[config.mk]
export PLATFORM = sky130hd
export DESIGN_NAME = differential_drive_mixer
export DESIGN_NICKNAME = d
export VERILOG_FILES = /design/src/design/ddm_pkg.sv /design/src/design/differential_drive_mixer.sv /design/src/design/ddm_mix.sv /design/src/design/ddm_cmd.sv
export VERILOG_INCLUDE_DIRS = /design/src /design/src/design
export SDC_FILE = /design/constraint.sdc
export NUM_CORES = 1
export LEC_CHECK = 0
export BUFFER_PORTS_ARGS = -buffer_cell sky130_fd_sc_hd__buf_2
export CORE_MARGIN = 2
export CORE_UTILIZATION = 50
export DETAILED_ROUTE_END_ITERATION = 12
export PLACE_DENSITY_LB_ADDON = 0.08
export SYNTH_ARGS = -nofsm -noshare
export SYNTH_HDL_FRONTEND = slang
export SYNTH_SLANG_ARGS = --single-unit
[constraint.sdc]
create_clock -name i_clk -period 11.6 [get_ports i_clk]
set_input_delay 0.58 -clock i_clk [delete_from_list [all_inputs] [get_ports i_clk]]
set_output_delay 0.58 -clock i_clk [all_outputs]
set_load 0.01 [all_outputs]
[src/design/differential_drive_mixer_macros.svh]
// assertion helpers used by ddm_cmd
`ifndef DIFFERENTIAL_DRIVE_MIXER_MACROS_SVH
`define DIFFERENTIAL_DRIVE_MIXER_MACROS_SVH

// same-cycle implication
`define DDM_ASSERT_IMP(label, clk, rst_n, ante, cons) \
    label: assert property (@(posedge clk) disable iff (!rst_n) (ante) |-> (cons)) \
        else $error("same-cycle check failed");

// next-cycle implication
`define DDM_ASSERT_NXT(label, clk, rst_n, ante, cons) \
    label: assert property (@(posedge clk) disable iff (!rst_n) (ante) |=> (cons)) \
        else $error("next-cycle check failed");

`endif

[src/design/ddm_pkg.sv]
package ddm_pkg;

    localparam logic [16:0] Q_ONE      = 17'd16384;
    localparam logic [14:0] THR_RESET  = 15'd1638;
    localparam logic [10:0] CODE_BASE  = 11'd600;
    localparam logic [8:0]  CODE_SPAN  = 9'd424;
    // reciprocal of five, exact for 16-bit dividends after a shift of 18
    localparam logic [16:0] DIV5_MUL   = 17'd52429;

    localparam logic [1:0] DIR_STOP = 2'd0;
    localparam logic [1:0] DIR_BACK = 2'd1;
    localparam logic [1:0] DIR_FWD  = 2'd2;

    typedef struct packed {
        logic               valid;
        logic               inv;
        logic               zero;
        logic signed [15:0] left;
        logic signed [15:0] right;
    } t_wheel;

    typedef struct packed {
        logic        send;
        logic [10:0] lspd;
        logic [1:0]  ldir;
        logic [10:0] rspd;
        logic [1:0]  rdir;
        logic        servo;
        logic        inv;
    } t_result;

endpackage

[src/design/differential_drive_mixer.sv]
// differential drive mixer: speed and turn in, per-wheel motor codes out
// input channel: i_in_valid / o_in_stall carry one speed and turn command;
//   a transfer happens on a clock edge with valid high and stall low
// output channel: o_out_valid / i_out_stall carry exactly one result per
//   input transfer, in order; send_valid marks a fresh motor command
// config channel: i_cfg_valid / o_cfg_ready write change_threshold; ready is
//   always high, write only while no command is in flight
// stages: input register, wheel product, divide by ten,
//   compare and code register, in that order
// throughput: one command per cycle unless stalled; four-stage pipeline
// stall: while a result waits with i_out_stall high the whole pipeline holds
//   and o_in_stall is raised; otherwise every stage advances each cycle
// reset: synchronous, active low; clears the pipe, both stored wheel values
//   and sets the threshold to 1638
module differential_drive_mixer (
    input  logic               i_clk,
    input  logic               i_rst_n,
    input  logic               i_in_valid,
    output logic               o_in_stall,
    input  logic signed [15:0] i_speed_cmd,
    input  logic signed [15:0] i_turn_cmd,
    input  logic               i_cfg_valid,
    output logic               o_cfg_ready,
    input  logic [14:0]        i_cfg_data,
    output logic               o_out_valid,
    input  logic               i_out_stall,
    output logic               o_send_valid,
    output logic [10:0]        o_left_speed_code,
    output logic [1:0]         o_left_dir_code,
    output logic [10:0]        o_right_speed_code,
    output logic [1:0]         o_right_dir_code,
    output logic               o_servo_enable,
    output logic               o_invalid_cmd
);
    import ddm_pkg::*;

    logic [14:0] r_thr;
    logic        en;
    t_wheel      wheel;
    t_result     res;

    // pipeline advances unless a finished result is being held
    assign en          = !(o_out_valid && i_out_stall);
    assign o_in_stall  = !en;
    assign o_cfg_ready = 1'b1;

    // threshold register, written on a config transfer
    always_ff @(posedge i_clk) begin
        if (!i_rst_n) begin
            r_thr <= THR_RESET;
        end else if (i_cfg_valid && o_cfg_ready) begin
            r_thr <= i_cfg_data;
        end
    end

    // wheel mixing: abs, product, divide by ten
    ddm_mix u_mix (
        .i_clk       (i_clk),
        .i_rst_n     (i_rst_n),
        .i_en        (en),
        .i_valid     (i_in_valid),
        .i_speed_cmd (i_speed_cmd),
        .i_turn_cmd  (i_turn_cmd),
        .o_wheel     (wheel)
    );

    // stored wheel values, change detect and motor codes
    ddm_cmd u_cmd (
        .i_clk   (i_clk),
        .i_rst_n (i_rst_n),
        .i_en    (en),
        .i_wheel (wheel),
        .i_thr   (r_thr),
        .o_valid (o_out_valid),
        .o_res   (res)
    );

    assign o_send_valid       = res.send;
    assign o_left_speed_code  = res.lspd;
    assign o_left_dir_code    = res.ldir;
    assign o_right_speed_code = res.rspd;
    assign o_right_dir_code   = res.rdir;
    assign o_servo_enable     = res.servo;
    assign o_invalid_cmd      = res.inv;

endmodule

[src/design/ddm_mix.sv]
module ddm_mix (
    input  logic               i_clk,
    input  logic               i_rst_n,
    input  logic               i_en,
    input  logic               i_valid,
    input  logic signed [15:0] i_speed_cmd,
    input  logic signed [15:0] i_turn_cmd,
    output ddm_pkg::t_wheel    o_wheel
);
    import ddm_pkg::*;

    // stage 1: input register
    logic               r_v1;
    logic signed [15:0] r_spd;
    logic signed [15:0] r_trn;

    // stage 2: product register
    logic               r_v2;
    logic [28:0]        r_mag;
    logic               r_neg;
    logic               r_tpos;
    logic               r_tneg;
    logic               r_zero;
    logic               r_inv;
    logic signed [15:0] r_spd2;

    t_wheel r_wheel;

    logic signed [16:0] spd_x;
    logic signed [16:0] trn_x;
    logic [16:0]        spd_abs;
    logic [16:0]        trn_abs;
    logic [16:0]        trn_diff;
    logic [29:0]        prod1;
    logic [30:0]        prod2;
    logic [10:0]        q;
    logic signed [15:0] scaled;
    t_wheel             n_wheel;

    always_comb begin
        spd_x    = {r_spd[15], r_spd};
        trn_x    = {r_trn[15], r_trn};
        spd_abs  = spd_x[16] ? 17'($unsigned(-spd_x)) : 17'($unsigned(spd_x));
        trn_abs  = trn_x[16] ? 17'($unsigned(-trn_x)) : 17'($unsigned(trn_x));
        trn_diff = Q_ONE - trn_abs;
        prod1    = spd_abs[14:0] * trn_diff[14:0];
    end

    // divide by 163840: shift by 15, then multiply by the reciprocal of five
    always_comb begin
        prod2  = r_mag[28:15] * DIV5_MUL;
        q      = prod2[28:18];
        scaled = r_neg ? -$signed({5'd0, q}) : $signed({5'd0, q});
        n_wheel.valid = r_v2;
        n_wheel.inv   = r_inv;
        n_wheel.zero  = r_zero;
        n_wheel.left  = r_tneg ? scaled : r_spd2;
        n_wheel.right = r_tpos ? scaled : r_spd2;
    end

    always_ff @(posedge i_clk) begin
        if (!i_rst_n) begin
            r_v1          <= 1'b0;
            r_v2          <= 1'b0;
            r_wheel.valid <= 1'b0;
        end else if (i_en) begin
            r_v1    <= i_valid;
            r_v2    <= r_v1;
            r_wheel <= n_wheel;
        end
    end

    always_ff @(posedge i_clk) begin
        if (i_en) begin
            r_spd  <= i_speed_cmd;
            r_trn  <= i_turn_cmd;
            r_mag  <= prod1[28:0];
            r_neg  <= r_spd[15];
            r_tpos <= !r_trn[15] && (r_trn != 16'sd0);
            r_tneg <= r_trn[15];
            r_zero <= (r_spd == 16'sd0);
            r_inv  <= (spd_abs > Q_ONE) || (trn_abs > Q_ONE);
            r_spd2 <= r_spd;
        end
    end

    assign o_wheel = r_wheel;

endmodule

[src/design/ddm_cmd.sv]
`include "differential_drive_mixer_macros.svh"

module ddm_cmd (
    input  logic             i_clk,
    input  logic             i_rst_n,
    input  logic             i_en,
    input  ddm_pkg::t_wheel  i_wheel,
    input  logic [14:0]      i_thr,
    output logic             o_valid,
    output ddm_pkg::t_result o_res
);
    import ddm_pkg::*;

    logic signed [15:0] r_pl;
    logic signed [15:0] r_pr;
    logic               r_valid;
    t_result            r_res;

    logic               stop;
    logic signed [16:0] dl;
    logic signed [16:0] dr;
    logic [16:0]        dl_abs;
    logic [16:0]        dr_abs;
    logic               chg;
    t_result            n_res;

    function automatic logic [10:0] speed_code(input logic signed [15:0] w);
        logic [15:0] wabs;
        logic [23:0] prod;
        wabs = w[15] ? 16'($unsigned(-w)) : 16'($unsigned(w));
        prod = wabs[14:0] * CODE_SPAN;
        return CODE_BASE + {1'b0, prod[23:14]};
    endfunction

    function automatic logic [1:0] dir_code(input logic signed [15:0] w);
        logic [1:0] d;
        if (w[15]) begin
            d = DIR_BACK;
        end else if (w != 16'sd0) begin
            d = DIR_FWD;
        end else begin
            d = DIR_STOP;
        end
        return d;
    endfunction

    always_comb begin
        stop   = i_wheel.zero && (r_pl != 16'sd0) && (r_pr != 16'sd0);
        dl     = {r_pl[15], r_pl} - {i_wheel.left[15], i_wheel.left};
        dr     = {r_pr[15], r_pr} - {i_wheel.right[15], i_wheel.right};
        dl_abs = dl[16] ? 17'($unsigned(-dl)) : 17'($unsigned(dl));
        dr_abs = dr[16] ? 17'($unsigned(-dr)) : 17'($unsigned(dr));
        chg    = (dl_abs >= {2'd0, i_thr}) || (dr_abs >= {2'd0, i_thr});

        n_res = '0;
        priority if (stop) begin
            n_res.send  = 1'b1;
            n_res.servo = 1'b1;
        end else if (i_wheel.inv) begin
            n_res.inv = 1'b1;
        end else if (chg) begin
            n_res.send = 1'b1;
            n_res.lspd = speed_code(i_wheel.left);
            n_res.ldir = dir_code(i_wheel.left);
            n_res.rspd = speed_code(i_wheel.right);
            n_res.rdir = dir_code(i_wheel.right);
        end else begin
            // change below threshold, all fields stay zero
        end
    end

    always_ff @(posedge i_clk) begin
        if (!i_rst_n) begin
            r_pl    <= 16'sd0;
            r_pr    <= 16'sd0;
            r_valid <= 1'b0;
        end else if (i_en) begin
            r_valid <= i_wheel.valid;
            if (i_wheel.valid) begin
                priority if (stop) begin
                    r_pl <= 16'sd0;
                    r_pr <= 16'sd0;
                end else if (!i_wheel.inv && chg) begin
                    r_pl <= i_wheel.left;
                    r_pr <= i_wheel.right;
                end else begin
                    // stored wheel values hold
                end
            end
        end
    end

    always_ff @(posedge i_clk) begin
        if (i_en) begin
            r_res <= n_res;
        end
    end

    assign o_valid = r_valid;
    assign o_res   = r_res;

    `DDM_ASSERT_NXT(a_stop_clears, i_clk, i_rst_n, i_en && i_wheel.valid && stop,
        r_pl == 16'sd0 && r_pr == 16'sd0)
    `DDM_ASSERT_NXT(a_inv_holds, i_clk, i_rst_n, i_en && i_wheel.valid && !stop && i_wheel.inv,
        $stable(r_pl) && $stable(r_pr))
    `DDM_ASSERT_IMP(a_servo_stop, i_clk, i_rst_n, r_valid && r_res.servo,
        r_res.send && r_res.lspd == 11'd0 && r_res.rspd == 11'd0 && !r_res.inv)

endmodule

======== Word-level counts from Yosys, hierarchy flattened ========
Cells that the tools add are included.
storage, ports and cells
  memories kept ........................... 0
  RAM bits ................................ 0
  latch bits .............................. 0
  register bits ........................... 196
  memory bits (read-only) ................. 0
  output and inout bits ................... 32
  logic and storage cells ................. 93
  input port bits ......................... 52
cells by class
  equal/unequal tests ..................... 0
  reductions and logical operators ........ 21
  div/mod/pow operators ................... 0
  add/subtract/negate cells ............... 12
  multipliers ............................. 4
  order comparisons ....................... 4
  bitwise logic cells ..................... 2
  multiplexer cells ....................... 21
  shifts and indexed selects .............. 0
operators with widths
  operator                  number
  $mux W16                  7
  $reduce_bool A16 Y1       5
  $mux W17                  4
  $mux W27                  2
  $mul A15 B6 Y21 const B   2
  $ge A17 B15 Y1            2
  $gt A17 B15 Y1 const B    2
  $neg A16 Y17              2
  $neg A17 Y17              2
  $sub A16 B16 Y17          2
  $mux W15                  2
  $neg A15 Y15              2
  $mul A14 B16 Y29 const B  1
  $mul A15 B15 Y29          1
  $add A10 B10 Y11 const A  2
  $logic_not A16 Y1         1
  $neg A11 Y16              1
  $sub A15 B15 Y15 const A  1
  $mux W2                   4
  $reduce_or A4 Y1          2
  $logic_and A1 B1 Y1       5
  $reduce_and A3 Y1         1
  $reduce_or A3 Y1          1
  $logic_not A1 Y1          2
  other kinds (5)           8

======== Depth between registers and ports, before layout ========
  depth in word-level cells ............... 8
  mapped depth ............................ 36
  mapped depth without buffers ............ 32

======== By module ========
Synthesis repeated with hierarchy kept, for this count alone.
unflattened totals
  cells, all modules ...................... 2676
  area, all modules ....................... 25356.8 um^2
by module, submodules not included
  module                    instances  cells an instance  area each (um^2)  seq. area each (um^2)
  ddm_mix                   1          1530               15165.8           3062.9
  ddm_cmd                   1          1094               9608.0            1531.5
  differential_drive_mixer  1          52                 583.1             300.3

======== Worst setup path after synthesis ========
Ideal clock, no wire load.
  path kind ............................... register to register
  start ................................... register u_mix.r_trn[0]
  end ..................................... register u_mix.r_mag[28], data pin
  path buffers ............................ 4
  cell stages (with the launch flop) ...... 33
  data required time ...................... 11332 ps
  clock period less this slack ............ 8645 ps
  slack ................................... 2955 ps
  library setup time ...................... 268 ps
  arrival time ............................ 8377 ps
  cell sequence ........................... edfxtp_1 -> buf_2 -> inv_1 -> clkbuf_1 -> ha_1 -> clkbuf_1 -> nor2b_1 -> xnor2_1 -> nand3_1 -> nand4b_1 -> nand2b_1 -> or2_2 -> nor2_1 -> xnor2_1 -> clkbuf_1 -> nor2_1 -> fa_1 -> fa_1 -> fa_1 -> fa_1 -> fa_1 -> inv_1 -> fa_1 -> inv_1 -> ha_1 -> o21a_1 -> o21ai_0 -> a21oi_1 -> o221a_2 -> a221oi_1 -> o21ai_0 -> o41ai_1 -> xnor2_1
between the ends
  cells in the longest elaborated chain, start to end .. 4
RTL lines
  what                       RTL line       text
  from (decl)                ddm_mix.sv:15  logic signed [15:0] r_trn;
  from (signal assigned)     ddm_mix.sv:76  r_trn <= i_turn_cmd;
  $neg A16 Y17               ddm_mix.sv:44  trn_abs = trn_x[16] ? 17'($unsigned(-trn_x)) : 17'($unsigned(trn_x));
  $mux W17 (*)               ddm_mix.sv:44
  $sub A15 B15 Y15 (*)       ddm_mix.sv:45  trn_diff = Q_ONE - trn_abs;
  $mul A15 B15 Y29 (*)       ddm_mix.sv:46  prod1 = spd_abs[14:0] * trn_diff[14:0];
  named net u_mix.prod1[28]  ddm_mix.sv:34  logic [29:0] prod1;
  to (signal assigned)       ddm_mix.sv:77  r_mag <= prod1[28:0];
  to (decl)                  ddm_mix.sv:19  logic [28:0] r_mag;
The timed path passes the listed nets; every way through them passes the cells marked *.
A chain may end at the register's enable or synchronous reset.

======== Final worst setup path ========
Ends and elaborated chain as after synthesis.

==> out/metrics.cfg <==
[critical_path]
rrSetupSlack_ns=1.54
crit_arrival_ns=10.29
cp-start-kind=register
path_common_cell=fa_1
timing.rr.end=u_mix.r_mag[28]
cp-end-kind=register
timing.rr.start=u_mix.r_trn[0]
cp.required_ns=11.83
max_stage_delay_ns=0.94
r2r_cells=28
critPathKind=register to register
cp_slowest_cell=xnor2_1
cp_max_fo=12

[synth]
ys_warn_count=0
ys_ff_latch=180
synthTopCellsByArea=fa_1, ha_1, edfxtp_1
async_reset_ff_share_pct=0
synth-compound-area-share_pct=13.0
synth_top_family_by_area=adder cells
post-synth-top-area-cell=fa_1
syn-num-nets=3246
synth_xor_area_share_pct=6.25
synth-edff-count=129
synthAdderAreaFrac_pct=39.4
syn_area_um2=24900
ys_seq_area_share_pct=19.6
synthSimpleGateAreaFrac_pct=13.5
synth_cell_types=91
synth_ff_type=edfxtp_1
yosysTopAreaCellShare_pct=21.3
synthMuxAreaShare_pct=1.16
synth_area_per_cell_um2=9.72
postSynthCellCount=2568

[placed_design]
place_area_um2=26100
io_buffers=82
placed_cells=3259
hpwlAfterDp_um=47600
place.gp.congestion=0.877

[cells_and_area]
nFillCells=4495
synthToLayoutAreaGrowth_pct=6.75
finalNetCount=3292
drive_gt1_share_pct=8.11
multi_input_area_um2=18300
seq_area_um2=4890
fin_area_um2=26600
stdcell_count=3291
n_antenna_cell=0

[timing]
period_minus_slack_ns=10.06
finalHoldViolCount=0
tightest_slew_ns=1.40
setup_violations=0
slew_headroom_pct=5.95
final.period_utilization_pct=86.7
tns_ns=0
rsz0062_at_grt=no
final_max_slew_viol_count=0
fmax_mhz=99.4
clock_skew_ns=0.0221

[drt]
wl_um=57600
ant_nets=0
via_count=18200
drc=0
vias_per_cell=5.54
wl_per_cell_um=17.5
drtIter0Drc=923
drtPass1Iterations=5

[floorplan]
core_area_um2=49100
rows=81
die_w_um=227
ioPinCount=84
dieHeight_um=227
die_area_um2=51700
initial_core_util_pct=50.9

[clock_network]
cts_tree=yes
cts-root-buf=clkbuf_16
clk_latency_ns=0.49
cts.clk_slew.worst_paths_ns=0.08
htree_levels=4
cts_setup_buffers=0
postCtsHoldBufs=0
cts_resized=0
cts_sinks=180
clock_path_buffers=2
cts_buffers=17

[global_routing]
gr-usage-all-layers_pct=23.5
antenna_found_initial=1
grt_pass1_wl_um=95200
grt_max_degree=66
grt_pass1_vias=18500
grt-ovfl-total=0

[hold_path]
min_to=u_mix.r_trn[9]
hold_path.startpoint=i_turn_cmd[9]
hold_class=input port to register
hold_depth=1

[run]
cap_violations=0

[run_status]
status=finished, final reports clean

-- cells by family after synthesis --
family	count (synthesis)
mux	28
simple gates	688
xor+xnor	176
fa+ha+maj	626
buf+inv	458
flops	180
other cells	1
compound gates	411
-- worst max-delay path: cells and delay by family, from the launching register on --
kind            cells  cell delay, ns
compound gates      6            1.92
xor+xnor            3            1.45
fa+ha+maj           8            3.82
buf+inv             4            0.54
flops               1            0.52
simple gates        7            1.57
-- layout by cell type (no fill, tap or decap), types with 10 or more instances in the layout --
master       n
buf_2       82
nand2b_1    19
nand2_1    204
and3_1      14
fa_1       265
o31ai_1     20
xor2_1      52
nand3_1     36
nor3_1      34
dfxtp_1     51
a21oi_1     79
o22ai_1     10
nor2_1     173
o21ai_0     53
o21a_1      21
a2bb2o_4    30
a31oi_1     30
xnor2_1    122
a21o_1      29
clkbuf_16   18
o211ai_1    19
a211oi_1    19
or2_2       11
nor4_1      22
ha_1       361
nor2b_1     33
o41ai_1     12
or3_1       22
nand4_1     19
buf_4       23
mux2i_1     21
and2_1      60
inv_1      378
edfxtp_1   129
nor3b_1     10
-- how the worst max path moves through the flow --
stage / endpoint / startpoint
floorplan: u_mix.r_mag[28] / u_mix.r_trn[0]
global placement: u_mix.r_mag[28] / u_mix.r_trn[0]
detailed placement: u_mix.r_mag[28] / u_mix.r_trn[0]
CTS: u_mix.r_mag[28] / u_mix.r_trn[0]
global route: u_mix.r_mag[28] / u_mix.r_trn[0]
finish: u_mix.r_mag[28] / u_mix.r_trn[0]
-- Yosys cell counts, types with 5 or more instances --
library cell / number
fa_1: 265
or2_2: 11
and3_1: 14
o22ai_1: 10
o31ai_1: 20
xor2_1: 52
o41ai_1: 12
a221oi_1: 6
nand2b_1: 19
a21o_1: 29
clkbuf_1: 59
nor3_1: 34
a2bb2o_4: 30
a31oi_1: 30
a21oi_1: 79
nand3_1: 36
inv_1: 378
dfxtp_1: 51
a21boi_0: 8
nor2b_1: 33
xnor2_1: 123
nand4_1: 19
ha_1: 361
or3_1: 22
o21a_1: 21
o21ai_0: 53
nand2_1: 205
edfxtp_1: 129
o21bai_1: 5
nor4_1: 22
mux2_2: 7
nor3b_1: 10
and4_1: 8
nor2_1: 173
a211oi_1: 19
buf_2: 8
a211o_1: 8
and2_1: 60
mux2i_1: 21
o211ai_1: 19
-- cell type report --
| cell class | count | share of cell area, % |
|---|---|---|
| Clock buffer | 18 | 1.69 |
| Clock inverter | 14 | 0.493 |
| Inverter | 380 | 5.36 |
| Multi-Input combinational cell | 1930 | 68.8 |
| Sequential cell | 180 | 18.4 |
| Tap cell | 664 | 3.12 |
| Timing Repair Buffer | 105 | 2.19 |
-- flip-flops by register name, indices dropped and copies added, names as in the netlist --
signal	flops
u_mix.r_trn	16
r_thr	15
u_mix.r_tpos	1
u_mix.r_v1	1
u_mix.o_wheel	35
u_cmd.o_res	29
u_mix.r_inv	1
u_mix.r_mag	14
u_mix.r_v2	1
u_mix.r_spd2	16
u_cmd.o_valid	1
u_mix.r_tneg	1
u_mix.r_spd	16
u_mix.r_zero	1
u_cmd.r_pr	16
u_cmd.r_pl	16
-- per-stage QoR --
step                util, %  hold slack (ns)  setup slack, ns
global placement       53.1            0.437             1.85
detailed placement     53.1            0.457             1.62
floorplan                 -            0.400             2.96
CTS                    54.3            0.219             1.55
global route           54.3            0.243            0.986
finish                 54.3            0.260             1.54
-- per-layer routing --
| metal | routed length (um) | vias to the layer above | share of wire, % | global-route usage [%] |
|---|---|---|---|---|
| met3 | 2270 | 84 | 3.9 | 3.19 |
| li1 | - | 8861 | - | - |
| met1 | 25900 | 8890 | 45 | 31.1 |
| met5 | 0 | - | 0 | 0 |
| met2 | 27800 | 384 | 48 | 39.5 |
| met4 | 1670 | 0 | 2.9 | 8.45 |
Power is left out: the tool's default activity adds up to more than one toggle a clock period on the data nets, which glitch-free logic cannot reach.
